## config.mk

```make
export PLATFORM = sky130hd
export DESIGN_NAME = gb_offset_unit
export DESIGN_NICKNAME = d
export VERILOG_FILES = /design/src/rtl/core/gb_pkg.sv /design/src/rtl/core/gb_offset_unit.sv
export SDC_FILE = /design/constraint.sdc
export NUM_CORES = 1
export LEC_CHECK = 0
export BUFFER_PORTS_ARGS = -buffer_cell sky130_fd_sc_hd__buf_4
export CAP_MARGIN = 25
export CORE_MARGIN = 2
export CORE_UTILIZATION = 45
export DETAILED_ROUTE_END_ITERATION = 8
export GPL_ROUTABILITY_DRIVEN = 0
export PLACE_DENSITY = 0.65
export SETUP_SLACK_MARGIN = 0.2
export SLEW_MARGIN = 25
export SYNTH_ARGS = -nofsm -noshare
export SYNTH_HDL_FRONTEND = slang
export SYNTH_SLANG_ARGS = --single-unit
```

## constraint.sdc

```tcl
create_clock -name clock -period 5.19 [get_ports clock]
set_input_delay 0.519 -clock clock [delete_from_list [all_inputs] [get_ports clock]]
set_output_delay 0.519 -clock clock [all_outputs]
set_load 0.005 [all_outputs]
```

## src/rtl/core/gb_pkg.sv

```systemverilog
// Shared types, register codes and constants of the glyph blitter.
// No dependencies; every other glyph blitter file imports this package.
`default_nettype none

package gb_pkg;

   // Store geometry
   localparam int GLYPH_SLOTS     = 256;
   localparam int MAX_GLYPH_ROWS  = 8;
   localparam int MAX_GLYPH_WIDTH = 8;
   localparam int COORD_BITS      = 12;
   localparam int ROW_BITS        = $clog2(MAX_GLYPH_ROWS);
   localparam int COL_BITS        = $clog2(MAX_GLYPH_WIDTH);
   localparam int SLOT_BITS       = $clog2(GLYPH_SLOTS);
   localparam int STORE_ADDR_BITS = SLOT_BITS + ROW_BITS;
   localparam int OFFSET_BITS     = 24;
   localparam int COLOR_BITS      = 32;

   // Request kinds
   localparam logic REQ_DRAW = 1'b0;
   localparam logic REQ_LOAD = 1'b1;

   // Fallback character when a code has no glyph
   localparam logic [7:0] CHAR_FALLBACK = 8'h3F;

   // Register indexes (byte address / 4)
   localparam logic [2:0] REG_SCREEN_WIDTH  = 3'd0;
   localparam logic [2:0] REG_SCREEN_HEIGHT = 3'd1;
   localparam logic [2:0] REG_LINE_PITCH    = 3'd2;
   localparam logic [2:0] REG_GLYPH_ROWS    = 3'd3;
   localparam logic [2:0] REG_GLYPH_COLS    = 3'd4;
   localparam logic [2:0] REG_FIRST_CODE    = 3'd5;
   localparam logic [2:0] REG_CODE_COUNT    = 3'd6;
   localparam logic [2:0] REG_LSB_FIRST     = 3'd7;

   // Offset unit operations
   localparam logic [2:0] OFS_HOLD = 3'd0;
   localparam logic [2:0] OFS_MUL  = 3'd1;
   localparam logic [2:0] OFS_BASE = 3'd2;
   localparam logic [2:0] OFS_COL  = 3'd3;
   localparam logic [2:0] OFS_ROW  = 3'd4;

   typedef struct packed {
      logic [COORD_BITS-1:0] screen_width;
      logic [COORD_BITS-1:0] screen_height;
      logic [COORD_BITS-1:0] line_pitch;
      logic [3:0]            glyph_rows;
      logic [3:0]            glyph_cols;
      logic [7:0]            first_code;
      logic [8:0]            code_count;
      logic                  lsb_first;
   } cfg_type;

   typedef struct packed {
      logic [2:0]            code;
      logic [COORD_BITS-1:0] dy;
      logic [COORD_BITS-1:0] dx;
      logic [COL_BITS-1:0]   span;
   } ofs_op_type;

endpackage

`default_nettype wire

```

## src/rtl/core/gb_offset_unit.sv

```systemverilog
// Shared offset unit: one multiply for the first pixel row, then one adder
// stepping the framebuffer offset pixel by pixel. Depends on gb_pkg.
`default_nettype none

module gb_offset_unit
   import gb_pkg::*;
(
   input  wire logic                  clock,
   input  wire ofs_op_type            op,
   input  wire logic [COORD_BITS-1:0] pitch,
   output logic      [OFFSET_BITS-1:0] offset
);

   logic [OFFSET_BITS-1:0] prod_ff;
   logic [OFFSET_BITS-1:0] prod_in;
   logic [OFFSET_BITS-1:0] off_ff;
   logic [OFFSET_BITS-1:0] off_in;
   logic [OFFSET_BITS-1:0] add_a;
   logic [OFFSET_BITS-1:0] add_b;

   assign offset = off_ff;

   // Row start of the first visible row
   assign prod_in = (op.code == OFS_MUL)
                  ? OFFSET_BITS'(op.dy) * OFFSET_BITS'(pitch) : prod_ff;

   // Select the adder operands
   always_comb begin
      unique case (op.code)
         OFS_BASE: begin
            add_a = prod_ff;
            add_b = OFFSET_BITS'(op.dx);
         end
         OFS_COL: begin
            add_a = off_ff;
            add_b = OFFSET_BITS'(1);
         end
         OFS_ROW: begin
            add_a = off_ff;
            add_b = OFFSET_BITS'(pitch) - OFFSET_BITS'(op.span);
         end
         default: begin
            add_a = off_ff;
            add_b = '0;
         end
      endcase
   end

   assign off_in = add_a + add_b;

   always_ff @(posedge clock) begin
      prod_ff <= prod_in;
      off_ff  <= off_in;
   end

endmodule

`default_nettype wire

```

==> metrics.txt, run 1 <==
final cycle utilization of the critical path=92.88%; DRT Pass-1 Iters=4; CTS tree=yes; CP Class=primary input to flop; Clock transition at path regs=0.07 ns; layout cells sized above 1=12.85%; Clock Skew=0.006689 ns; H-tree levels=2; starting density of the core=45.82%; Inserted Diodes=0; Syn. warnings=0; final slew viol count=0; RSZ-0062 raised after global routing=false; hold_sp=prod_ff[0]$_DFFE_PN_; Hold-fix buffers, CTS=0; class of the worst hold path=flop to flop; die height=136.5 um; share of flip-flops with an asynchronous set or reset=0%; cell taking the most area after synthesis=fa_1; largest net degree at the start of global routing=28; Synth top area share=25.86%; Cell Area, Synth=0.007898 mm2; GRT Total Usage=20.71%; fill cell count=1649; Final TNS setup=0 ns; Final Power=4.380 mW; Routed Antenna Nets=0; MaxCap Viol Count=0; Synth Flop Type=edfxtp_1; Seq cells post-synth=48; Die Wd=136.5 um; cell count after synthesis=905; crit end category=flop; drt first-iter violations=233; Final setup viols=0; routed wire length=18010 um; top cells by area, synth=fa_1 (26%), ha_1 (14%), edfxtp_1 (9.1%); worst reg2reg path depth=10; Mean Syn Cell Area=8.727 um2; count of final hold-check violations=0; CP arrival=4.92 ns; fmax=0.2074 GHz; PwrDens=493.7 mW/mm2; post-DP HPWL=15000 um; post-synthesis sequential area ratio=15.21%; vias in the first global route=6266; WP data required=5.29 ns; hold endpoint=offset[0]$_DFF_P_; post-CTS setup repair buffer count=0; maximum VDD drop=0.2845 mV; die footprint=0.01863 mm2; min cycle time layout=4.821 ns; reg-to-reg endpoint=offset[20]$_DFF_P_; via count=6119; R2R Setup Slk=2.32 ns; area grow syn2layout=12.33%; CP max FO=16; Metal-1 WL=8817 um; Worst setup SP type=primary input; met3 wire len=718 um; Max-slew headroom=66.07%; initial antenna violation count=0; slew at the pin closest to its max-slew limit=0.5059 ns; highest routed layer=met4; Post-Syn Nets=1138; Post-synth EDFFs=24; vias per cell=5.177; nets@finish=1189; port bufs=66; CTS max path bufs=2; clk sinks=48; Hold Crit Depth=2; # resized after CTS=0; DRC=0; Reg-to-Reg Start=prod_ff[0]$_DFFE_PN_; core region area=0.01724 mm2; I/O pin cnt=67; Avg WL per Cell=15.24 um; FP Rows=48; first-pass GRT wire length=30910 um; clk_lat worst skew=0.29 ns; CTS root buffer=clkbuf_16; post-synth cell types=53; cell leakage power=4.416 nW; CTS Buf Count=5; grt ovf=0; met2 WL=8305 um; outcome=completed
==> cell type report <==
cell class | count | area, um2 | share of cell area, %
Clock inverter | 3 | 22.52 | 0.2539
Inverter | 153 | 574.3 | 6.474
Clock buffer | 5 | 125.1 | 1.410
Sequential cell | 48 | 1201 | 13.54
Timing Repair Buffer | 80 | 600.6 | 6.770
Multi-Input combinational cell | 668 | 6066 | 68.38
Tap cell | 225 | 281.5 | 3.173
==> logic make-up after synthesis <==
kind of cell | Yosys count | synth area share (%)
flops | 48 | 15.21
fa+ha+maj | 190 | 39.80
buf+inv | 189 | 8.983
simple gates | 273 | 16.41
mux | 25 | 3.517
xor+xnor | 44 | 4.880
compound gates | 136 | 11.20
==> stage by stage <==
stage          hold WS (ns)  instance area, um2  std cells  setup slack, ns  utilization, %
3_5_place_dp         0.5977                8672       1174          0.01895           50.31
4_1_cts              0.6132                8820       1182           0.3294           51.17
3_3_place_gp         0.5891                8672       1174           0.1399           50.31
6_report             0.6108                8871       1182           0.3693           51.47
2_1_floorplan        0.5671                7948        905           0.1886               -
5_1_grt              0.6532                8871       1182           0.1989           51.47
==> layout by cell type, fill, tap and decap left out, drive strengths merged, types with 8 or more instances in the layout <==
master,synthesis,final
buf,1,80
ha,88,88
nand2,131,131
a21oi,38,38
o21a,9,9
a211oi,8,8
inv,153,154
and3,11,11
fa,102,102
xor2,12,12
xnor2,32,32
o21ai,29,29
a21o,17,17
and2,55,55
edfxtp,24,24
nor2,34,34
mux2,22,22
dfxtp,24,24
nand3,10,10
==> power by group <==
part | leakage (nW) | switching (mW) | internal (mW)
sequential | 0.419 | 0.0746 | 0.682
clock | 0.0742 | 0.147 | 0.180
combinational | 3.92 | 1.77 | 1.53
==> worst max-delay path, cell delays in order <==
cell	delay, ns
buf_4	0.21
nand2_1	0.10
fa_1	0.50
fa_1	0.53
fa_1	0.55
inv_1	0.05
fa_1	0.48
inv_1	0.05
fa_1	0.47
inv_1	0.04
ha_1	0.28
buf_4	0.15
nand3_1	0.18
a21boi_4	0.10
nor4_4	0.34
a21oi_2	0.11
o311ai_1	0.27
==> registers in the layout, indices dropped and copies added (netlist names) <==
register and flops:
prod_ff 24, offset 24
==> cell usage after synthesis, types with 5 or more instances <==
library cell  number
a211oi_1           8
a21o_1            17
a21oi_1           38
and2_1            55
and3_1            11
clkbuf_1          35
dfxtp_1           24
edfxtp_1          24
fa_1             102
ha_1              88
inv_1            153
mux2_2            22
nand2_1          131
nand3_1           10
nor2_1            34
nor3_1             7
nor4_1             5
o21a_1             9
o21ai_0           29
xnor2_1           32
xor2_1            12
==> worst max path at each step <==
stage                     depth (start not counted)     start               endpoint  slack [ns]
after floorplan                                  18  pitch[7]  prod_ff[22]$_DFFE_PN_        0.19
after global placement                           16    op[20]  prod_ff[21]$_DFFE_PN_        0.14
after detailed placement                         17  pitch[6]  prod_ff[22]$_DFFE_PN_        0.02
after CTS                                        17  pitch[6]  prod_ff[22]$_DFFE_PN_        0.33
after global routing                             17    op[25]  prod_ff[19]$_DFFE_PN_        0.20
final                                            17  pitch[4]  prod_ff[21]$_DFFE_PN_        0.37
==> per-layer routing <==
| layer | global-route usage (%) | up-vias |
|---|---|---|
| met5 | 0 | - |
| met4 | 3.241 | 0 |
| met3 | 1.529 | 15 |
| met2 | 34.31 | 126 |
| met1 | 30.21 | 2961 |
| li1 | - | 3017 |
Note: power is estimated with default switching activity, not from simulation.
==> run 2: changes to the inputs <==
--- a/config.mk
+++ b/config.mk
@@ -11,7 +11,6 @@
 export CORE_UTILIZATION = 45
 export DETAILED_ROUTE_END_ITERATION = 8
 export GPL_ROUTABILITY_DRIVEN = 0
-export PLACE_DENSITY = 0.65
 export SETUP_SLACK_MARGIN = 0.2
 export SLEW_MARGIN = 25
 export SYNTH_ARGS = -nofsm -noshare
==> constraint.sdc (replaced) <==
create_clock -name clock -period 5.85 [get_ports clock]
set_input_delay 0.585 -clock clock [delete_from_list [all_inputs] [get_ports clock]]
set_output_delay 0.585 -clock clock [all_outputs]
set_load 0.005 [all_outputs]
==> run 2 against run 1 <==
Against the previous run:
- wire length grew 2.0%
- sequential power shrank 12%
- clock skew grew 0.0032 ns
- via count shrank 0.13%
- sequential cell count is the same
- register-to-register slack gained 0.66 ns
- critical path depth is the same
- clock-buffer cell count grew 1
- first-iteration DRC count grew 4.3%
- critical path type unchanged
- largest cell class unchanged
==> metrics.txt, run 2 (synthesis results as in run 1) <==
sequential cell area=0.001201 mm2 (unchanged); die footprint=0.01863 mm2 (unchanged); Final TNS setup=0 ns (unchanged); worst reg2reg path depth=10 (unchanged); post-DP HPWL=15130 um (was 15000 um); CP Class=primary input to flop (unchanged); CTS tree=yes (unchanged); class of the worst hold path=flop to flop (unchanged); CP arrival=5.28 ns (was 4.92 ns); Max-slew headroom=58.05% (was 66.07%); Avg WL per Cell=15.69 um (was 15.24 um); MaxCap Viol Count=0 (unchanged); CTS Buf Count=5 (unchanged); clk sinks=48 (unchanged); Die Wd=136.5 um (unchanged); Hold-fix buffers, CTS=0 (unchanged); DRT Pass-1 Iters=4 (unchanged); clk_lat worst skew=0.29 ns (about the same); fill cell count=1689 (was 1649); layout cells sized above 1=10.99% (was 12.85%); FP Rows=48 (unchanged); post-CTS setup repair buffer count=0 (unchanged); Final Power=3.709 mW (was 4.380 mW); H-tree levels=2 (unchanged); port bufs=66 (unchanged); PwrDens=424.7 mW/mm2 (was 493.7 mW/mm2); most frequent cells in the layout=inv_1 (153), nand2_1 (131), fa_1 (102) (unchanged); area grow syn2layout=10.58% (was 12.33%); nets@finish=1178 (was 1189); largest net degree at the start of global routing=31 (was 28); # resized after CTS=0 (unchanged); RSZ-0062 raised after global routing=false (unchanged); vias per cell=5.219 (was 5.177); fin util=50.67% (was 51.47%); CP max FO=14 (was 16); CTS root buffer=clkbuf_16 (unchanged); core region area=0.01724 mm2 (unchanged); via count=6111 (was 6119); final worst slack=0.6052 ns (was 0.3693 ns); Clock Skew=0.009871 ns (was 0.006689 ns); leading cell type in the layout, fill and taps excluded=inv_1 (unchanged); count of final hold-check violations=0 (unchanged); grt ovf=0 (unchanged); initial antenna violation count=0 (unchanged); final slew viol count=0 (unchanged); GRT Total Usage=20.90% (was 20.71%); Hold Crit Depth=2 (unchanged); die height=136.5 um (unchanged); slew at the pin closest to its max-slew limit=0.6235 ns (was 0.5059 ns); DP Worst Slack=0.2681 ns (was 0.01895 ns); Inserted Diodes=0 (unchanged); routed wire length=18380 um (was 18010 um); fmax=0.1907 GHz; vias in the first global route=6321 (was 6266); maximum VDD drop=0.3049 mV (was 0.2845 mV); min cycle time layout=5.245 ns; Clock transition at path regs=0.06 ns (was 0.07 ns); placed cell count=1163 (was 1174); cell leakage power=4.354 nW (was 4.416 nW); DRC=0 (unchanged); crit end category=flop (unchanged); Multi-input gate area=0.005995 mm2 (was 0.006066 mm2); final cycle utilization of the critical path=89.65%; CTS max path bufs=2 (unchanged); Final setup viols=0 (unchanged); fin cells=1171 (was 1182); Routed Antenna Nets=0 (unchanged); starting density of the core=45.82% (unchanged); first-pass GRT wire length=30740 um (was 30910 um); drt first-iter violations=243 (was 233); I/O pin cnt=67 (unchanged); outcome=completed (unchanged); WP data required=5.89 ns (was 5.29 ns); Worst setup SP type=primary input (unchanged)
run 2: worst paths after layout:
| check | slack (ns) | start | endpoint |
|---|---|---|---|
| hold reg to reg | 0.61 | offset[0]$_DFF_P_ | offset[0]$_DFF_P_ |
| hold / removal | 0.61 | offset[0]$_DFF_P_ | offset[0]$_DFF_P_ |
| setup reg to reg | 2.98 | prod_ff[0]$_DFFE_PN_ | offset[16]$_DFF_P_ |
| setup / recovery | 0.61 | pitch[6] | prod_ff[22]$_DFFE_PN_ |
run 2: final cells by class:
type / instances / area share, %
clock inverters: 2 / 0.4011
repair buffers: 69 / 5.931
inverters: 153 / 6.576
multi-input cells: 668 / 68.64
clock buffers: 6 / 1.476
flip-flops and latches: 48 / 13.75
well taps: 225 / 3.223
run 2: per-stage QoR:
stage	instance area, um2	hold slack (ns)
finish	8733	0.6138
global route	8733	0.6613
CTS	8733	0.6172
detailed placement	8569	0.6024
global placement	8569	0.5908
floorplan	7898	0.5671
run 2: power breakdown:
group / internal (mW) / switching (mW)
clock: 0.201 / 0.122
sequential: 0.605 / 0.0641
combinational: 1.22 / 1.50
total: 2.03 / 1.68
run 2: critical path, cell delays in order:
cell and delay [ns]:
buf_4 0.16, and2_1 0.18, fa_1 0.53, inv_1 0.06
fa_1 0.53, inv_1 0.05, fa_1 0.45, fa_1 0.49
inv_1 0.05, fa_1 0.47, inv_1 0.04, ha_1 0.34
a21o_1 0.19, o41ai_1 0.48, o21ai_0 0.25, a211oi_1 0.31
xnor2_1 0.11
run 2: metal layers:
layer,vias to the layer above,GRT usage (%),share of wire [%]
met4,0,4.340,1.1
li1,3005,-,-
met5,-,0,0
met1,2938,29.86,50
met3,16,1.827,4.4
met2,152,34.58,45
