`src/rtl/core/gb_pkg.sv`:
```
// Shared types, register codes and constants of the glyph blitter.
// No dependencies; every other glyph blitter file imports this package.
`default_nettype none

package gb_pkg;

   // Store geometry
   localparam int GLYPH_SLOTS     = 256;
   localparam int MAX_GLYPH_ROWS  = 8;
   localparam int MAX_GLYPH_WIDTH = 8;
   localparam int COORD_BITS      = 12;
   localparam int ROW_BITS        = $clog2(MAX_GLYPH_ROWS);
   localparam int COL_BITS        = $clog2(MAX_GLYPH_WIDTH);
   localparam int SLOT_BITS       = $clog2(GLYPH_SLOTS);
   localparam int STORE_ADDR_BITS = SLOT_BITS + ROW_BITS;
   localparam int OFFSET_BITS     = 24;
   localparam int COLOR_BITS      = 32;

   // Request kinds
   localparam logic REQ_DRAW = 1'b0;
   localparam logic REQ_LOAD = 1'b1;

   // Fallback character when a code has no glyph
   localparam logic [7:0] CHAR_FALLBACK = 8'h3F;

   // Register indexes (byte address / 4)
   localparam logic [2:0] REG_SCREEN_WIDTH  = 3'd0;
   localparam logic [2:0] REG_SCREEN_HEIGHT = 3'd1;
   localparam logic [2:0] REG_LINE_PITCH    = 3'd2;
   localparam logic [2:0] REG_GLYPH_ROWS    = 3'd3;
   localparam logic [2:0] REG_GLYPH_COLS    = 3'd4;
   localparam logic [2:0] REG_FIRST_CODE    = 3'd5;
   localparam logic [2:0] REG_CODE_COUNT    = 3'd6;
   localparam logic [2:0] REG_LSB_FIRST     = 3'd7;

   // Offset unit operations
   localparam logic [2:0] OFS_HOLD = 3'd0;
   localparam logic [2:0] OFS_MUL  = 3'd1;
   localparam logic [2:0] OFS_BASE = 3'd2;
   localparam logic [2:0] OFS_COL  = 3'd3;
   localparam logic [2:0] OFS_ROW  = 3'd4;

   typedef struct packed {
      logic [COORD_BITS-1:0] screen_width;
      logic [COORD_BITS-1:0] screen_height;
      logic [COORD_BITS-1:0] line_pitch;
      logic [3:0]            glyph_rows;
      logic [3:0]            glyph_cols;
      logic [7:0]            first_code;
      logic [8:0]            code_count;
      logic                  lsb_first;
   } cfg_type;

   typedef struct packed {
      logic [2:0]            code;
      logic [COORD_BITS-1:0] dy;
      logic [COORD_BITS-1:0] dx;
      logic [COL_BITS-1:0]   span;
   } ofs_op_type;

endpackage

`default_nettype wire

```
`src/rtl/core/gb_draw_seq.sv`:
```
// Draw sequencer: glyph lookup, clipping, row/column walk and the result
// register. Depends on gb_pkg; drives gb_offset_unit and the glyph store.
`default_nettype none

module gb_draw_seq
   import gb_pkg::*;
(
   input  wire logic                        clock,
   input  wire logic                        reset,
   input  wire cfg_type                     cfg,
   input  wire logic                        req_valid,
   output logic                             req_ready,
   input  wire logic                        req_type,
   input  wire logic [7:0]                  req_char_code,
   input  wire logic signed [12:0]          req_pos_x,
   input  wire logic signed [12:0]          req_pos_y,
   input  wire logic [COLOR_BITS-1:0]       req_fg_color,
   input  wire logic [COLOR_BITS-1:0]       req_bg_color,
   output ofs_op_type                       ofs_op,
   input  wire logic [OFFSET_BITS-1:0]      ofs_offset,
   output logic [STORE_ADDR_BITS-1:0]       rd_addr,
   input  wire logic [7:0]                  rd_data,
   output logic                             rsp_valid,
   input  wire logic                        rsp_ready,
   output logic [OFFSET_BITS-1:0]           rsp_pixel_offset,
   output logic [COLOR_BITS-1:0]            rsp_pixel_color,
   output logic                             rsp_last_pixel
);

   localparam logic [2:0] ST_IDLE  = 3'd0;
   localparam logic [2:0] ST_BOUND = 3'd1;
   localparam logic [2:0] ST_MULT  = 3'd2;
   localparam logic [2:0] ST_BASE  = 3'd3;
   localparam logic [2:0] ST_FETCH = 3'd4;
   localparam logic [2:0] ST_RUN   = 3'd5;

   typedef struct packed {
      logic       ok;
      logic [2:0] lo;
      logic [2:0] last;
   } bound_type;

   // Visible span of glyph positions along one axis
   function automatic bound_type axis_bound(input logic signed [12:0] pos,
                                            input logic [COORD_BITS-1:0] extent,
                                            input logic [3:0] size,
                                            input logic [3:0] size_max);
      logic signed [14:0] pos_w;
      logic signed [14:0] lim;
      logic signed [14:0] sz;
      logic signed [14:0] lo;
      logic signed [14:0] hi;
      logic signed [14:0] hi_m1;
      logic [3:0]         sz_c;
      bound_type          b;
      pos_w  = {{2{pos[12]}}, pos};
      lim    = $signed(15'(extent)) - pos_w;
      sz_c   = (size > size_max) ? size_max : size;
      sz     = $signed(15'(sz_c));
      hi     = (lim < sz) ? lim : sz;
      lo     = pos_w[14] ? -pos_w : 15'sd0;
      hi_m1  = hi - 15'sd1;
      b.ok   = (lo < hi);
      b.lo   = lo[2:0];
      b.last = hi_m1[2:0];
      return b;
   endfunction

   logic [2:0]              state_ff, state_in;
   logic [7:0]              code_ff, code_in;
   logic signed [12:0]      px_ff, px_in;
   logic signed [12:0]      py_ff, py_in;
   logic [COLOR_BITS-1:0]   fg_ff, fg_in;
   logic [COLOR_BITS-1:0]   bg_ff, bg_in;
   logic [SLOT_BITS-1:0]    gi_ff, gi_in;
   logic [ROW_BITS-1:0]     r_ff, r_in;
   logic [ROW_BITS-1:0]     r_last_ff, r_last_in;
   logic [COL_BITS-1:0]     c_ff, c_in;
   logic [COL_BITS-1:0]     c_lo_ff, c_lo_in;
   logic [COL_BITS-1:0]     c_last_ff, c_last_in;
   logic                    rsp_valid_ff, rsp_valid_in;
   logic [OFFSET_BITS-1:0]  rsp_offset_ff, rsp_offset_in;
   logic [COLOR_BITS-1:0]   rsp_color_ff, rsp_color_in;
   logic                    rsp_last_ff, rsp_last_in;

   logic [9:0]              code_end;
   logic                    hit_code;
   logic                    hit_fallback;
   logic [7:0]              mapped;
   bound_type               row_b;
   bound_type               col_b;
   logic                    out_free;
   logic                    pix_bit;

   assign req_ready        = (state_ff == ST_IDLE);
   assign rd_addr          = {gi_ff, r_ff};
   assign rsp_valid        = rsp_valid_ff;
   assign rsp_pixel_offset = rsp_offset_ff;
   assign rsp_pixel_color  = rsp_color_ff;
   assign rsp_last_pixel   = rsp_last_ff;

   // Map the character to a glyph index, falling back to '?'
   assign code_end     = 10'(cfg.first_code) + 10'(cfg.code_count);
   assign hit_code     = (code_ff >= cfg.first_code) && (10'(code_ff) < code_end);
   assign hit_fallback = (CHAR_FALLBACK >= cfg.first_code)
                       && (10'(CHAR_FALLBACK) < code_end);
   assign mapped       = (hit_code ? code_ff : CHAR_FALLBACK) - cfg.first_code;

   // Clip the glyph against the framebuffer
   assign row_b = axis_bound(py_ff, cfg.screen_height, cfg.glyph_rows,
                             4'(MAX_GLYPH_ROWS));
   assign col_b = axis_bound(px_ff, cfg.screen_width, cfg.glyph_cols,
                             4'(MAX_GLYPH_WIDTH));

   assign out_free = !rsp_valid_ff || rsp_ready;
   assign pix_bit  = cfg.lsb_first ? rd_data[c_ff] : rd_data[~c_ff];

   always_comb begin
      state_in      = state_ff;
      code_in       = code_ff;
      px_in         = px_ff;
      py_in         = py_ff;
      fg_in         = fg_ff;
      bg_in         = bg_ff;
      gi_in         = gi_ff;
      r_in          = r_ff;
      r_last_in     = r_last_ff;
      c_in          = c_ff;
      c_lo_in       = c_lo_ff;
      c_last_in     = c_last_ff;
      rsp_valid_in  = rsp_valid_ff && !rsp_ready;
      rsp_offset_in = rsp_offset_ff;
      rsp_color_in  = rsp_color_ff;
      rsp_last_in   = rsp_last_ff;
      ofs_op.code   = OFS_HOLD;
      ofs_op.dy     = py_ff[12] ? '0 : py_ff[COORD_BITS-1:0];
      ofs_op.dx     = px_ff[12] ? '0 : px_ff[COORD_BITS-1:0];
      ofs_op.span   = c_last_ff - c_lo_ff;

      unique case (state_ff)
         ST_IDLE: begin
            // Latch a draw request; loads go straight to the store
            if (req_valid && req_type == REQ_DRAW) begin
               code_in  = req_char_code;
               px_in    = req_pos_x;
               py_in    = req_pos_y;
               fg_in    = req_fg_color;
               bg_in    = req_bg_color;
               state_in = ST_BOUND;
            end
         end
         ST_BOUND: begin
            // Drop the draw when nothing is visible or no glyph maps to the code
            if (cfg.screen_width != '0 && (hit_code || hit_fallback)
                && row_b.ok && col_b.ok) begin
               gi_in     = mapped;
               r_in      = row_b.lo;
               r_last_in = row_b.last;
               c_in      = col_b.lo;
               c_lo_in   = col_b.lo;
               c_last_in = col_b.last;
               state_in  = ST_MULT;
            end else begin
               state_in  = ST_IDLE;
            end
         end
         ST_MULT: begin
            ofs_op.code = OFS_MUL;
            state_in    = ST_BASE;
         end
         ST_BASE: begin
            ofs_op.code = OFS_BASE;
            state_in    = ST_FETCH;
         end
         ST_FETCH: begin
            // Wait for the row byte
            state_in = ST_RUN;
         end
         ST_RUN: begin
            // Emit one pixel when the output register is free and advance column or row
            if (out_free) begin
               rsp_valid_in  = 1'b1;
               rsp_offset_in = ofs_offset;
               rsp_color_in  = pix_bit ? fg_ff : bg_ff;
               rsp_last_in   = (r_ff == r_last_ff) && (c_ff == c_last_ff);
               if (c_ff == c_last_ff) begin
                  if (r_ff == r_last_ff) begin
                     state_in = ST_IDLE;
                  end else begin
                     r_in        = r_ff + 1'b1;
                     c_in        = c_lo_ff;
                     ofs_op.code = OFS_ROW;
                     state_in    = ST_FETCH;
                  end
               end else begin
                  c_in        = c_ff + 1'b1;
                  ofs_op.code = OFS_COL;
               end
            end
         end
         default: begin
            state_in = ST_IDLE;
         end
      endcase
   end

   always_ff @(posedge clock) begin
      if (reset) begin
         state_ff     <= ST_IDLE;
         rsp_valid_ff <= 1'b0;
      end else begin
         state_ff     <= state_in;
         rsp_valid_ff <= rsp_valid_in;
      end
   end

   always_ff @(posedge clock) begin
      code_ff       <= code_in;
      px_ff         <= px_in;
      py_ff         <= py_in;
      fg_ff         <= fg_in;
      bg_ff         <= bg_in;
      gi_ff         <= gi_in;
      r_ff          <= r_in;
      r_last_ff     <= r_last_in;
      c_ff          <= c_in;
      c_lo_ff       <= c_lo_in;
      c_last_ff     <= c_last_in;
      rsp_offset_ff <= rsp_offset_in;
      rsp_color_ff  <= rsp_color_in;
      rsp_last_ff   <= rsp_last_in;
   end

endmodule

`default_nettype wire
```
`config.mk`:
```
export PLATFORM = sky130hd
export DESIGN_NAME = gb_draw_seq
export DESIGN_NICKNAME = d
export VERILOG_FILES = /design/src/rtl/core/gb_pkg.sv /design/src/rtl/core/gb_draw_seq.sv
export SDC_FILE = /design/constraint.sdc
export NUM_CORES = 1
export LEC_CHECK = 0
export ABC_AREA = 0
export BUFFER_PORTS_ARGS = -buffer_cell sky130_fd_sc_hd__buf_2
export CAP_MARGIN = 30
export CELL_PAD_IN_SITES_DETAIL_PLACEMENT = 1
export CELL_PAD_IN_SITES_GLOBAL_PLACEMENT = 1
export CORE_ASPECT_RATIO = 1.5
export CORE_MARGIN = 8
export CORE_UTILIZATION = 45
export CTS_CLUSTER_SIZE = 8
export DETAILED_ROUTE_END_ITERATION = 8
export GPL_TIMING_DRIVEN = 0
export MAX_ROUTING_LAYER = met4
export PLACE_DENSITY_LB_ADDON = 0.1
export SYNTH_ARGS = -nofsm -noshare
export SYNTH_HDL_FRONTEND = slang
export SYNTH_SLANG_ARGS = --single-unit
```
`constraint.sdc`:
```
create_clock -name clock -period 26.1 [get_ports clock]
set_input_delay 1.305 -clock clock [delete_from_list [all_inputs] [get_ports clock]]
set_output_delay 1.305 -clock clock [all_outputs]
set_load 0.02 [all_outputs]
```
==> results.txt <==
Clk Latency, worst-skew pair -> 0.44 ns
antenna violations before repair -> 2
Core Util, Final -> 56.6%
asr flop ratio synth -> 0%
Hold-fix buffers, CTS -> 0
Critical Path, Cell by Cell -> buf_2 > inv_1 > ha_1 > inv_1 > fa_1 > a21o_1 > a21o_1 > a2111oi_0 > nor2_1 > nor4b_1 > a311o_1 > nand4_1 > ha_1 > clkbuf_1 > or2_2 > ha_1 > nand4_1 > nor2_1 > a31oi_1 > a31o_2 > or2_2 > a221o_1 > inv_1
fin crit period -> 6.69 ns
Pre-antenna DRT Iters -> 4
fin nets -> 1480
CTS max path bufs -> 2
Buffers & Inverters on Critical Path -> 5
Worst Skew -> 0.0150 ns
CP max stage delay -> 0.54 ns
CTS Buf Count -> 17
die width -> 141 µm
Starting Density -> 45.6%
Slew Limit Fails -> 0
area of the multi-input gates -> 4730 µm²
worst path arrival time -> 6.76 ns
post-synth top area share -> 51.0%
TNS Setup -> 0 ns
Synth area leader -> edfxtp_1
crit-path leading delay family -> compound AO/OA/AOI/OAI gates
Synth cell types -> 68
synth warn -> 0
Die H -> 203 µm
Post-DRT Antenna Nets -> 0
register area share after synthesis -> 51.8%
top-level I/O count -> 297
Seq. cell area -> 5430 µm²
dpl cells -> 1442
gr ovfl total -> 0
RSZ-0062 raised after global routing -> no
FILL cells -> 2534
Critical Path Source Type -> primary input
port bufs -> 284
Hold Slack -> 0.547 ns
Hold Crit Class -> reg2reg
synthesized flop and latch total -> 182
H-tree levels -> 4
largest net degree at the start of global routing -> 31
Crit-path slowest cell -> inv_1
max_cap viols -> 0
Via-to-Cell Ratio -> 5.42
Mapped Area -> 10500 µm²
Clock Tree Root -> clkbuf_16
postcts setup bufs -> 0
Slew @ Worst Pin -> 0.893 ns
period utilization -> 25.7%
Slew headroom -> 40.0%
Static Leakage -> 5.62 nW
final hold vios -> 0
Final Instance Area -> 13000 µm²
Worst EP required -> 26.17 ns
Max Fclk -> 0.149 GHz
CORE AREA -> 23000 µm²
vias -> 7997
Worst-path clk slew -> 0.07 ns
# setup viols final -> 0
final WL -> 30.4 mm
Final HPWL DP -> 24.3 mm
Synth Area per Inst -> 12.2 µm²
vias in the first global route -> 8637
Cell Rows -> 68
first-pass GRT wire length -> 47.0 mm
post-CTS sizing -> 0
Final Instance Count excl. Fillers -> 1476
die area -> 28500 µm²
Setup crit end kind -> flop
TritonCTS clock tree -> done
Post-synth EDFFs -> 178
critical-path maximum fanout -> 17
top-count cell post-synth -> edfxtp_1
synth cell count leaders -> 178 x edfxtp_1, 97 x ha_1, 80 x nor2_1
DRC violations left -> 0
layout cells sized above 1 -> 32.4%
Post-Synthesis Cells -> 862
DP Area -> 12400 µm²
GRT Util Overall -> 21.9%
clk sinks -> 182
1st-iter DRT viols -> 314
synthesis-to-layout area growth -> 24.0%
critical path type -> in2reg
maximum VDD drop -> 0.0516 mV
Routed WL per cell -> 20.6 µm
Top FF cell, synth -> edfxtp_1
outcome -> finished, final reports clean
Final Wtd Congestion -> 0.905
power density over the cells -> 56.8 nW/µm²
Synth area leaders -> edfxtp_1 51%, ha_1 12%, mux2_4 4.3%
cells in the final DEF, fill, tap and decap left out, types with 5 or more instances in the layout:
cell type / count
fa_1: 5
nand2_1: 39
a21boi_0: 5
nand3_1: 11
a211o_1: 5
or2_2: 11
and3_1: 6
mux2i_1: 5
ha_1: 97
nor4_1: 11
a21oi_1: 41
o21a_1: 16
clkbuf_16: 17
mux2_4: 30
o21ai_0: 32
inv_6: 6
xnor2_1: 40
a211oi_1: 8
or3_1: 5
buf_4: 10
edfxtp_1: 178
buf_6: 6
a21o_1: 12
a31oi_1: 5
nor2b_1: 13
nand2b_1: 16
nor3_1: 18
inv_1: 65
nand4_1: 6
clkbuf_1: 10
nor2_1: 80
o22ai_1: 5
xor2_1: 15
buf_2: 285
per-stage QoR:
step                      setup slack (ns)  total power [mW]
after global routing                 18.96             0.769
after CTS                            19.37             0.746
after detailed placement             18.92             0.474
final                                19.41             0.738
after global placement               10.22             0.470
after floorplan                      14.61             0.432
flip-flops by register name, indices dropped and copies added (netlist names), 8 cells and up:
register / cells
bg_ff: 32
fg_ff: 32
rsp_pixel_color: 32
rsp_pixel_offset: 24
px_ff: 13
py_ff: 13
code_ff: 8
gi_ff: 8
layer usage:
layer	routed length, µm	share of wire (%)	vias to the layer above	GRT usage, %
li1	-	-	3854	-
met2	16300	54	234	40.0
met5	0	0	-	-
met4	462	1.5	0	6.36
met1	11900	39	3879	23.4
met3	1750	5.8	30	4.75
power breakdown:
| group | leakage (nW) | switching, mW | internal [mW] |
|---|---|---|---|
| logic | 3.65 | 0.0714 | 0.0614 |
| clock network | 0.298 | 0.125 | 0.145 |
| registers | 1.67 | 0.00371 | 0.331 |
| total | 5.62 | 0.200 | 0.538 |
worst paths after layout:
check                 from  cells after the start  slack, ns                  to
setup / recovery   cfg[50]                     23      19.41          c_lo_ff[1]
hold / removal    fg_ff[7]                      1       0.55  rsp_pixel_color[7]
setup reg to reg  px_ff[0]                     21      19.93          c_lo_ff[1]
hold reg to reg   fg_ff[7]                      1       0.55  rsp_pixel_color[7]
cell type report:
cell class	count	share of cell area (%)
sequential	182	41.7
clock buffer	17	3.27
inverter	67	1.94
clock inverter	15	1.39
buffer	16	0.703
timing repair buffer	297	11.8
antenna	2	0.0385
multi-input combinational	600	36.4
tap	280	2.70
kinds of logic (layout without fill, tap and decap cells):
group / Yosys count / count (layout) / synth area share, %
xor+xnor: 55 / 55 / 4.60
fa+ha+maj: 102 / 102 / 12.5
mux: 44 / 44 / 6.42
compound gates: 162 / 162 / 10.4
buf+inv: 83 / 412 / 3.27
other cells: 1 / 6 / 0.0358
simple gates: 233 / 233 / 11.0
flops: 182 / 182 / 51.8
worst reg2reg max path, stage by stage, from the launching register on:
cell	delay (ns)
edfxtp_1	0.46
ha_1	0.22
inv_1	0.06
fa_1	0.39
a21o_1	0.17
a21o_1	0.22
a2111oi_0	0.51
nor2_1	0.14
nor4b_1	0.29
a311o_1	0.20
nand4_1	0.09
ha_1	0.40
clkbuf_1	0.24
or2_2	0.36
ha_1	0.30
nand4_1	0.07
nor2_1	0.10
a31oi_1	0.09
a31o_2	0.23
or2_2	0.28
a221o_1	0.43
inv_1	0.55
Note: power is estimated with default switching activity, not from simulation.
