## src/rtl/core/gb_pkg.sv

```systemverilog
// Shared types, register codes and constants of the glyph blitter.
// No dependencies; every other glyph blitter file imports this package.
`default_nettype none

package gb_pkg;

   // Store geometry
   localparam int GLYPH_SLOTS     = 256;
   localparam int MAX_GLYPH_ROWS  = 8;
   localparam int MAX_GLYPH_WIDTH = 8;
   localparam int COORD_BITS      = 12;
   localparam int ROW_BITS        = $clog2(MAX_GLYPH_ROWS);
   localparam int COL_BITS        = $clog2(MAX_GLYPH_WIDTH);
   localparam int SLOT_BITS       = $clog2(GLYPH_SLOTS);
   localparam int STORE_ADDR_BITS = SLOT_BITS + ROW_BITS;
   localparam int OFFSET_BITS     = 24;
   localparam int COLOR_BITS      = 32;

   // Request kinds
   localparam logic REQ_DRAW = 1'b0;
   localparam logic REQ_LOAD = 1'b1;

   // Fallback character when a code has no glyph
   localparam logic [7:0] CHAR_FALLBACK = 8'h3F;

   // Register indexes (byte address / 4)
   localparam logic [2:0] REG_SCREEN_WIDTH  = 3'd0;
   localparam logic [2:0] REG_SCREEN_HEIGHT = 3'd1;
   localparam logic [2:0] REG_LINE_PITCH    = 3'd2;
   localparam logic [2:0] REG_GLYPH_ROWS    = 3'd3;
   localparam logic [2:0] REG_GLYPH_COLS    = 3'd4;
   localparam logic [2:0] REG_FIRST_CODE    = 3'd5;
   localparam logic [2:0] REG_CODE_COUNT    = 3'd6;
   localparam logic [2:0] REG_LSB_FIRST     = 3'd7;

   // Offset unit operations
   localparam logic [2:0] OFS_HOLD = 3'd0;
   localparam logic [2:0] OFS_MUL  = 3'd1;
   localparam logic [2:0] OFS_BASE = 3'd2;
   localparam logic [2:0] OFS_COL  = 3'd3;
   localparam logic [2:0] OFS_ROW  = 3'd4;

   typedef struct packed {
      logic [COORD_BITS-1:0] screen_width;
      logic [COORD_BITS-1:0] screen_height;
      logic [COORD_BITS-1:0] line_pitch;
      logic [3:0]            glyph_rows;
      logic [3:0]            glyph_cols;
      logic [7:0]            first_code;
      logic [8:0]            code_count;
      logic                  lsb_first;
   } cfg_type;

   typedef struct packed {
      logic [2:0]            code;
      logic [COORD_BITS-1:0] dy;
      logic [COORD_BITS-1:0] dx;
      logic [COL_BITS-1:0]   span;
   } ofs_op_type;

endpackage

`default_nettype wire

```

## src/rtl/core/gb_csr_regs.sv

```systemverilog
// Configuration registers of the glyph blitter behind an APB-style port.
// Depends on gb_pkg for the register codes and the configuration struct.
`default_nettype none

module gb_csr_regs
   import gb_pkg::*;
(
   input  wire logic        clock,
   input  wire logic        reset,
   input  wire logic        csr_psel,
   input  wire logic        csr_penable,
   input  wire logic        csr_pwrite,
   input  wire logic [4:0]  csr_paddr,
   input  wire logic [31:0] csr_pwdata,
   output logic      [31:0] csr_prdata,
   output logic             csr_pready,
   output cfg_type          cfg
);

   cfg_type    cfg_ff;
   cfg_type    cfg_in;
   logic [2:0] reg_idx;
   logic       wr_en;

   assign reg_idx    = csr_paddr[4:2];
   assign wr_en      = csr_psel & csr_penable & csr_pwrite;
   assign csr_pready = 1'b1;
   assign cfg        = cfg_ff;

   // Decode a write into the addressed register
   always_comb begin
      cfg_in = cfg_ff;
      if (wr_en) begin
         unique case (reg_idx)
            REG_SCREEN_WIDTH:  cfg_in.screen_width  = csr_pwdata[COORD_BITS-1:0];
            REG_SCREEN_HEIGHT: cfg_in.screen_height = csr_pwdata[COORD_BITS-1:0];
            REG_LINE_PITCH:    cfg_in.line_pitch    = csr_pwdata[COORD_BITS-1:0];
            REG_GLYPH_ROWS:    cfg_in.glyph_rows    = csr_pwdata[3:0];
            REG_GLYPH_COLS:    cfg_in.glyph_cols    = csr_pwdata[3:0];
            REG_FIRST_CODE:    cfg_in.first_code    = csr_pwdata[7:0];
            REG_CODE_COUNT:    cfg_in.code_count    = csr_pwdata[8:0];
            REG_LSB_FIRST:     cfg_in.lsb_first     = csr_pwdata[0];
            default:           cfg_in = cfg_ff;
         endcase
      end
   end

   // Return the addressed register
   always_comb begin
      unique case (reg_idx)
         REG_SCREEN_WIDTH:  csr_prdata = 32'(cfg_ff.screen_width);
         REG_SCREEN_HEIGHT: csr_prdata = 32'(cfg_ff.screen_height);
         REG_LINE_PITCH:    csr_prdata = 32'(cfg_ff.line_pitch);
         REG_GLYPH_ROWS:    csr_prdata = 32'(cfg_ff.glyph_rows);
         REG_GLYPH_COLS:    csr_prdata = 32'(cfg_ff.glyph_cols);
         REG_FIRST_CODE:    csr_prdata = 32'(cfg_ff.first_code);
         REG_CODE_COUNT:    csr_prdata = 32'(cfg_ff.code_count);
         REG_LSB_FIRST:     csr_prdata = 32'(cfg_ff.lsb_first);
         default:           csr_prdata = 32'd0;
      endcase
   end

   always_ff @(posedge clock) begin
      if (reset) begin
         cfg_ff.screen_width  <= '0;
         cfg_ff.screen_height <= '0;
         cfg_ff.line_pitch    <= '0;
         cfg_ff.glyph_rows    <= 4'd8;
         cfg_ff.glyph_cols    <= 4'd8;
         cfg_ff.first_code    <= 8'd32;
         cfg_ff.code_count    <= 9'd96;
         cfg_ff.lsb_first     <= 1'b1;
      end else begin
         cfg_ff <= cfg_in;
      end
   end

endmodule

`default_nettype wire

```

## config.mk

```make
export PLATFORM = sky130hd
export DESIGN_NAME = gb_csr_regs
export DESIGN_NICKNAME = d
export VERILOG_FILES = /design/src/rtl/core/gb_pkg.sv /design/src/rtl/core/gb_csr_regs.sv
export SDC_FILE = /design/constraint.sdc
export NUM_CORES = 1
export LEC_CHECK = 0
export ABC_AREA = 0
export ABC_CLOCK_PERIOD_IN_PS = 1610
export BUFFER_PORTS_ARGS = -buffer_cell sky130_fd_sc_hd__buf_2
export CORE_UTILIZATION = 30
export CTS_BUF_LIST = sky130_fd_sc_hd__clkbuf_8
export CTS_CLUSTER_DIAMETER = 80
export CTS_CLUSTER_SIZE = 30
export DETAILED_ROUTE_END_ITERATION = 10
export PLACE_DENSITY = 0.59
export SETUP_SLACK_MARGIN = 0.1
export SYNTH_ARGS = -nofsm -noshare
export SYNTH_HDL_FRONTEND = slang
export SYNTH_SLANG_ARGS = --single-unit
```

## constraint.sdc

```tcl
create_clock -name clock -period 1.61 [get_ports clock]
set_input_delay 0.322 -clock clock [delete_from_list [all_inputs] [get_ports clock]]
set_output_delay 0.322 -clock clock [all_outputs]
set_load 0.05 [all_outputs]
```

==> impl_metrics.ini, run 1 <==
[outcome]
status = finished, violations left
violations = setup timing

[placed_design]
io_buffer_count = 93
post-place-ws_ns = -0.647
dp_hpwl_um = 6510
dp_cells = 559
gp_congestion = 0.777

[global_route]
grt_pass1_vias = 2842
antenna_found_initial = 0
grt_max_degree = 51
grt_pass1_wl_um = 15500
grt_use_total_pct = 18.3
grt_overflow_total = 0

[clock_network]
cts.sinks = 62
cts_tree = yes
cts_max_level = 3
clk_pin_slew_worst_paths_ns = 0.07
cts_root_buffer = clkbuf_8
cts-buffers-inserted = 9
hold_buffers = 0
clk_latency_ns = 0.33
clockBufferDepth = 2

[synth]
ys_top_cells_by_count = dfxtp_1 (62), nand2b_1 (61), mux2i_1 (56)
async_flop_share_pct = 0
yosys_warnings = 0
syn_avg_cell_area_um2 = 10.1
ys_types = 38
ys_ff_latch = 62
seq_area_frac_synth_pct = 38.7
synth_top_cell_by_area = dfxtp_1
synth_edf_count = 0
yosys-top-cells-area = dfxtp_1 (39%), mux2i_1 (17%), nand2b_1 (12%), buf_4 (5.1%), mux2_2 (3.9%)
synth.most_common_cell = dfxtp_1
synth_cells = 318
ys.flop_type = dfxtp_1
netlist_area_um2 = 3210
synth_top_area_share_pct = 38.7

[sta]
holdWs_ns = 0.227
hold_viol_final = 0
fmax_mhz = 530
rsz0062_at_grt = yes
slew_violations = 0
setup_slack_ns = -0.276
period_minus_slack_ns = 1.89
fin_setup_tns_ns = -1.48
finClkSkew_ns = 0
setup_violations = 11
period_share_pct = 117

[floorplan]
die_w_um = 105
core_area_um2 = 10300
dieArea_um2 = 11100
io_pins = 137
rows = 37
initial_core_util_pct = 31.1
die_y_um = 105

[layout]
nFillCells = 1011
layout-drive-gt1-share_pct = 54.3
fin_cells = 598
largest_reg_flops = 62
regArea_um2 = 1290
area_delta_synth_final_pct = 50.0
multi_input_area_um2 = 2020
nets = 499
antenna_cells = 0

[power_and_ir_drop]
p_sw_mw = 0.997
p_leak_nw = 2.36
combinationalPowerShare_pct = 16.9
internal_power_mw = 2.67
netSwitchingFraction_pct = 27.2
irDropWorstVdd_uv = 398
power_density_nw_per_um2 = 762
pwr-share-seq_pct = 42.4
p_clk_share_pct = 40.7

[setup_path]
cpPeakStageDelay_ns = 0.46
critPathLaunch = cfg[22]
cp-start-kind = register
worstPathRequired_ns = 1.29
crit_family = multiplexers
cp_cell_sequence = mux4_2, mux2_4, buf_8
crit_arrival_ns = 1.56
path_buf_inv = 1
cp_slowest_cell = mux4_2
r2r-start = cfg[1]
crit_fanout = 2
critPathCaptureType = primary output
worstSetupPathType = register to primary output

[run]
cap_violations = 0

[drt]
vias = 2760
ant_nets = 0
avgRoutedWirePerCell_um = 16.4
vias_per_cell = 4.62
drtIter0Drc = 46
drcViolationCount = 0
firstDrtPassIters = 4
wl_um = 9780

[hold_path]
hold_start = csr_pwdata[0]
min_path_type = primary input to register
[worst reg2reg max path, cell delays in order, from the launching register on]
cell,delay [ns]
dfxtp_2,0.33
buf_4,0.13
nor2b_1,0.11
o21ai_0,0.07
o21ai_0,0.09
[power by group through the flow]
| stage | Combinational, mW | Sequential [mW] | Clock (mW) |
|---|---|---|---|
| 2_1_floorplan | 0.392 | 1.63 | 0 |
| 3_3_place_gp | 0.514 | 1.59 | 0 |
| 3_5_place_dp | 0.520 | 1.59 | 0 |
| 4_1_cts | 0.610 | 1.55 | 1.54 |
| 5_1_grt | 0.651 | 1.55 | 1.60 |
| 6_report | 0.619 | 1.55 | 1.49 |
[layout make-up]
type	instances	share of cell area [%]
multi-input cells	233	42.0
inverters	2	0.208
flip-flops and latches	62	26.7
well taps	136	3.54
clock inverters	6	1.61
repair buffers	149	23.1
clock buffers	10	2.86
[metrics by stage]
stage	total power, mW	utilization [%]	cell area, um^2
finish	3.67	46.6	4810
global route	3.81	46.6	4810
CTS	3.70	46.2	4770
detailed placement	2.11	39.9	4120
global placement	2.10	39.9	4120
floorplan	2.02	-	3510
[layer usage]
layer	part of all wire, %	GRT usage, %	vias up
li1	-	-	1340
met1	46	23.5	1321
met2	48	29.4	90
met3	5.6	4.51	9
met4	0.87	7.34	0
met5	0	0	-
[what timing repair did]
item | CTS | global route
resized for setup | 78 | 11
setup buffers | 19 | 3
setup endpoints to repair | 12 | 28
cloned | 1 | 0
pin swaps | 8 | 5
[path summary, 6_finish.rpt]
check	end	slack, ns	cells past startpoint
worst max-delay path	csr_prdata[0]	-0.28	3
worst min-delay path	cfg[0]	0.23	3
worst min register to register	cfg[39]	0.48	2
worst max register to register	cfg[1]	0.76	4
[layout by cell type, fill, tap and decap left out, types with 2 or more instances in the layout]
master,n
o21ai_4,2
buf_2,79
buf_4,43
dfxtp_1,26
buf_6,13
nand3_2,2
a22oi_2,4
nor2_4,4
clkbuf_8,10
nand2_4,2
a221oi_4,4
nor2b_1,8
mux2_4,9
mux2_2,2
conb_1,21
nand2b_1,61
bufinv_16,2
clkinv_2,2
nand2_2,2
inv_1,2
a21oi_4,4
mux2i_1,56
nor2_1,9
o21ai_0,13
buf_8,5
nor2b_4,2
nand2_1,4
a22oi_1,4
dfxtp_2,36
mux4_2,5
buf_12,7
[cells by family after synthesis]
kind of cell | Yosys count | share of synthesized area [%]
compound gates | 36 | 7.10
buf+inv | 42 | 8.78
flops | 62 | 38.7
mux | 72 | 25.3
other cells | 2 | 0.234
simple gates | 104 | 19.9
No activity file was read; power rests on OpenSTA's default activity.
==> run 2: changes to the inputs <==
--- a/config.mk
+++ b/config.mk
@@ -6,14 +6,14 @@
 export NUM_CORES = 1
 export LEC_CHECK = 0
 export ABC_AREA = 0
-export ABC_CLOCK_PERIOD_IN_PS = 1610
+export ABC_CLOCK_PERIOD_IN_PS = 1680
 export BUFFER_PORTS_ARGS = -buffer_cell sky130_fd_sc_hd__buf_2
 export CORE_UTILIZATION = 30
 export CTS_BUF_LIST = sky130_fd_sc_hd__clkbuf_8
 export CTS_CLUSTER_DIAMETER = 80
 export CTS_CLUSTER_SIZE = 30
 export DETAILED_ROUTE_END_ITERATION = 10
-export PLACE_DENSITY = 0.59
+export PLACE_DENSITY = 0.61
 export SETUP_SLACK_MARGIN = 0.1
 export SYNTH_ARGS = -nofsm -noshare
 export SYNTH_HDL_FRONTEND = slang
==> constraint.sdc (replaced) <==
create_clock -name clock -period 1.68 [get_ports clock]
set_input_delay 0.336 -clock clock [delete_from_list [all_inputs] [get_ports clock]]
set_output_delay 0.336 -clock clock [all_outputs]
set_load 0.05 [all_outputs]
==> impl_metrics.ini, run 2 (synthesis gave the netlist of run 1 again) <==
[global_route]
grt_overflow_total = 0
antenna_found_initial = 0
grtUsageMet1_pct = 23.0
grt_pass1_wl_um = 15100
grt_max_degree = 79
grtUsageMet3_pct = 3.28
grtUsageMet2_pct = 29.3
grt_use_total_pct = 17.5
grt_pass1_vias = 2782
grt_busiest_layer = met2

[drt]
drtIter0Drc = 113
firstDrtPassIters = 4
avgRoutedWirePerCell_um = 16.1
vias = 2714
drcViolationCount = 0
ant_nets = 0
wl_um = 9360
vias_per_cell = 4.66

[sta]
fmax_mhz = 525
finClkSkew_ns = 0
slew_violations = 0
setup_slack_ns = -0.226
period_minus_slack_ns = 1.91
period_share_pct = 113
setup_violations = 12
hold_viol_final = 0
rsz0062_at_grt = yes
fin_setup_tns_ns = -1.04

[power_and_ir_drop]
power_density_nw_per_um2 = 693
p_leak_nw = 2.25
p_total_mw = 3.26
irDropWorstVdd_uv = 332

[clock_network]
cts_root_buffer = clkbuf_8
hold_buffers = 0
clk_pin_slew_worst_paths_ns = 0.08
clk_latency_ns = 0.33
cts_max_level = 3
cts.sinks = 62
cts_tree = yes
clockBufferDepth = 2
cts-buffers-inserted = 9

[floorplan]
io_pins = 137
core_area_um2 = 10300
initial_core_util_pct = 31.1
die_y_um = 105
die_w_um = 105
dieArea_um2 = 11100
rows = 37

[outcome]
status = finished, violations left
violations = setup timing

[placed_design]
io_buffer_count = 93
gp_congestion = 0.786
dp_hpwl_um = 6370

[setup_path]
cpPeakStageDelay_ns = 0.45
reg2reg_to = cfg[0]
crit_fanout = 2
cp_slowest_cell = mux4_2
cp_cell_sequence = mux4_2, mux2_4, buf_8
r2r-start = cfg[0]
worstRegToRegCells = 3
worstSetupPathType = register to primary output
cp-start-kind = register
reg2reg_setup_slack_ns = 0.82
critPathCaptureType = primary output
worstPathRequired_ns = 1.34
path_buf_inv = 1
crit_arrival_ns = 1.57
crit_family = multiplexers

[hold_path]
min_path_type = primary input to register
min_to = cfg[21]
hold_start = csr_pwdata[3]
min_path_cells = 3

[layout]
final_common_cell = buf_2
largest_reg_flops = 62
nets = 484
antenna_cells = 0
multi_input_area_um2 = 2020
layout-drive-gt1-share_pct = 51.9
regArea_um2 = 1280
nFillCells = 990
final_cell_mix = buf_2 (79), nand2b_1 (61), mux2i_1 (56), dfxtp_2 (32), dfxtp_1 (30)
area_delta_synth_final_pct = 46.6

[run]
cap_violations = 0
run 2: cell types whose count changed in the layout (fill, tap and decap cells not counted), moves of 2 or more:
cell        before  now
clkinvlp_4       0    5
bufinv_16        2    0
buf_12           7    9
buf_6           13   11
dfxtp_1         26   30
buf_4           43   27
dfxtp_2         36   32
run 2: area by class of cell:
type | count | area share (%)
Multi-Input combinational cell | 233 | 42.9
Sequential cell | 62 | 27.2
Timing Repair Buffer | 134 | 22.4
Tap cell | 136 | 3.62
Clock buffer | 9 | 2.63
Clock inverter | 7 | 1.09
Inverter | 2 | 0.160
run 2: how the worst max path moves through the flow:
stage	from	end	slack (ns)	cells past startpoint
after floorplan	csr_paddr[3]	csr_prdata[3]	0.02	6
after global placement	csr_paddr[3]	csr_prdata[4]	-0.28	6
after detailed placement	csr_paddr[3]	csr_prdata[5]	-0.29	7
after CTS	cfg[40]	csr_prdata[2]	-0.25	3
after global routing	cfg[18]	csr_prdata[0]	-0.28	3
final	cfg[22]	csr_prdata[0]	-0.23	3
run 2: power breakdown:
part / switching, mW / internal [mW]
combinational: 0.370 / 0.212
sequential: 0.00885 / 1.48
clock: 0.657 / 0.534
total: 1.04 / 2.23
run 2: repair_timing:
action,4_1_cts,5_1_grt
pin swaps,6,4
setup buffers,16,4
cloned,2,0
gates resized for setup,70,3
endpoints found under the setup margin,12,12
run 2: worst register-to-register path: cells and delay by family (launching register included):
family	cells	cell delay [ns]
flops	1	0.33
buf+inv	1	0.13
simple gates	1	0.08
compound gates	1	0.21
run 2: through the flow:
step / cell area (um^2) / instances / hold WS (ns) / util (%) / worst slack [ns]
2_1_floorplan: 3500 / 337 / 0.462 / - / 0.0173
3_3_place_gp: 4070 / 545 / 0.463 / 39.4 / -0.276
3_5_place_dp: 4070 / 545 / 0.467 / 39.4 / -0.289
4_1_cts: 4660 / 579 / 0.264 / 45.2 / -0.245
5_1_grt: 4700 / 583 / 0.273 / 45.6 / -0.275
6_report: 4700 / 583 / 0.279 / 45.6 / -0.226
run 2: per-layer routing:
metal | part of all wire [%] | wire (um)
met3 | 4.3 | 404
met2 | 48 | 4470
met4 | 0.80 | 75
met5 | 0 | 0
met1 | 47 | 4420
==> run 3: changes to the inputs <==
--- a/config.mk
+++ b/config.mk
@@ -8,12 +8,15 @@
 export ABC_AREA = 0
 export ABC_CLOCK_PERIOD_IN_PS = 1680
 export BUFFER_PORTS_ARGS = -buffer_cell sky130_fd_sc_hd__buf_2
+export CAP_MARGIN = 20
+export CORE_ASPECT_RATIO = 1.5
 export CORE_UTILIZATION = 30
 export CTS_BUF_LIST = sky130_fd_sc_hd__clkbuf_8
 export CTS_CLUSTER_DIAMETER = 80
 export CTS_CLUSTER_SIZE = 30
 export DETAILED_ROUTE_END_ITERATION = 10
 export PLACE_DENSITY = 0.61
+export RECOVER_POWER = 50
 export SETUP_SLACK_MARGIN = 0.1
 export SYNTH_ARGS = -nofsm -noshare
 export SYNTH_HDL_FRONTEND = slang
==> impl_metrics.ini, run 3 (synthesis gave the netlist of run 1 again) <==
[clock_network]
cts_root_buffer = clkbuf_8
cts.sinks = 62
clockBufferDepth = 2
cts_max_level = 3
clk_latency_ns = 0.34
clk_pin_slew_worst_paths_ns = 0.07
cts-buffers-inserted = 9
hold_buffers = 0
cts_tree = yes

[global_route]
grt_use_total_pct = 18.0
grt_pass1_vias = 2770
grt_max_degree = 32
grt_overflow_total = 0
antenna_found_initial = 0
grt_pass1_wl_um = 14900

[layout]
area_delta_synth_final_pct = 46.0
design_area_um2 = 4680
fin_cells = 596
largest_reg_flops = 62
final_common_cell = buf_2
final_cell_mix = buf_2 (71), nand2b_1 (61), mux2i_1 (56), dfxtp_2 (39), buf_4 (31)
nets = 492
layout-drive-gt1-share_pct = 49.9
antenna_cells = 0

[drt]
ant_nets = 0
drcViolationCount = 0
wl_um = 9500
vias_per_cell = 4.65
avgRoutedWirePerCell_um = 15.9
drtIter0Drc = 93
firstDrtPassIters = 4
vias = 2770

[sta]
rsz0062_at_grt = yes
fmax_mhz = 519
period_share_pct = 115
setup_violations = 8
finClkSkew_ns = 0
setup_slack_ns = -0.246
hold_viol_final = 0
period_minus_slack_ns = 1.93
slew_headroom_pct = 52.8
slew_violations = 0
worst_pin_slew_ns = 0.703

[outcome]
status = finished, violations left
violations = setup timing

[placed_design]
dp_hpwl_um = 6890
io_buffer_count = 93
placed_cell_area_um2 = 4170
post-place-ws_ns = -0.373
gp_congestion = 0.749
dp_cells = 561

[setup_path]
critPathCaptureType = primary output
cp-start-kind = register
path_buf_inv = 1
cp_cell_sequence = mux4_2, mux2_4, buf_8
worstSetupPathType = register to primary output
cp_slowest_cell = mux4_2
crit_family = multiplexers
cpPeakStageDelay_ns = 0.46
worstPathRequired_ns = 1.34
crit_fanout = 3
crit_arrival_ns = 1.59

[floorplan]
core_area_um2 = 10200
die_y_um = 129
io_pins = 137
initial_core_util_pct = 31.3
die_w_um = 86.4
dieArea_um2 = 11100
rows = 45

[power_and_ir_drop]
irDropWorstVdd_uv = 435
power_density_nw_per_um2 = 699
p_leak_nw = 2.24

[hold_path]
min_path_type = primary input to register

[run]
cap_violations = 0
-- run 3: cell types whose count changed in the layout (fill, tap and decap cells not counted), sizes merged --
cell	delta
buf	-6
bufbuf	-1
clkbuf	+18
clkinv	+2
clkinvlp	-5
-- run 3: metrics by stage --
stage | hold WS, ns | power, mW | utilization, % | TNS (ns)
final | 0.241 | 3.28 | 45.7 | -1.06
after global routing | 0.263 | 3.42 | 45.7 | -1.50
after CTS | 0.220 | 3.31 | 46.0 | -1.27
after detailed placement | 0.471 | 2.03 | 40.7 | -3.47
after global placement | 0.464 | 2.03 | 40.7 | -3.34
after floorplan | 0.462 | 1.93 | - | 0
-- run 3: layout make-up --
type	count	area, um^2
fill	1028	5560
inverter	2	7.51
clock inverter	4	20.0
clock buffer	12	165
multi-input combinational	233	1980
tap	141	176
sequential	62	1290
timing repair buffer	142	1050
-- run 3: what timing repair did --
action / 4_1_cts / 5_1_grt
resized for setup: 72 / 9
cloned: 1 / 0
setup buffers: 16 / 2
pin swaps: 8 / 7
endpoints found under the setup margin: 12 / 12
-- run 3: where the power goes --
part	internal, mW	leakage (nW)	total [mW]	switching [mW]
Sequential	1.48	0.517	1.49	0.00867
Combinational	0.201	1.62	0.564	0.363
Clock	0.645	0.102	1.22	0.576
Total	2.33	2.24	3.28	0.948
-- run 3: final timing paths --
kind	from	to	slack, ns	cells after the start
min reg2reg	cfg[40]	cfg[40]	0.48	2
min	csr_pwdata[0]	cfg[0]	0.24	3
max reg2reg	cfg[1]	cfg[1]	0.80	4
max	cfg[10]	csr_prdata[0]	-0.25	3
-- run 3: layer usage --
| metal | vias to the layer above | routed length, um | GRT usage, % |
|---|---|---|---|
| met3 | 13 | 442 | 4.11 |
| met2 | 85 | 4970 | 32.2 |
| li1 | 1327 | - | - |
| met1 | 1345 | 3930 | 21.0 |
| met4 | 0 | 148 | 6.18 |
| met5 | - | 0 | 0 |
-- run 3: worst reg2reg max path: stages (launching register included) --
cell	delay, ns
dfxtp_2	0.32
buf_4	0.13
nor2b_1	0.11
o21ai_0	0.08
o21ai_0	0.11
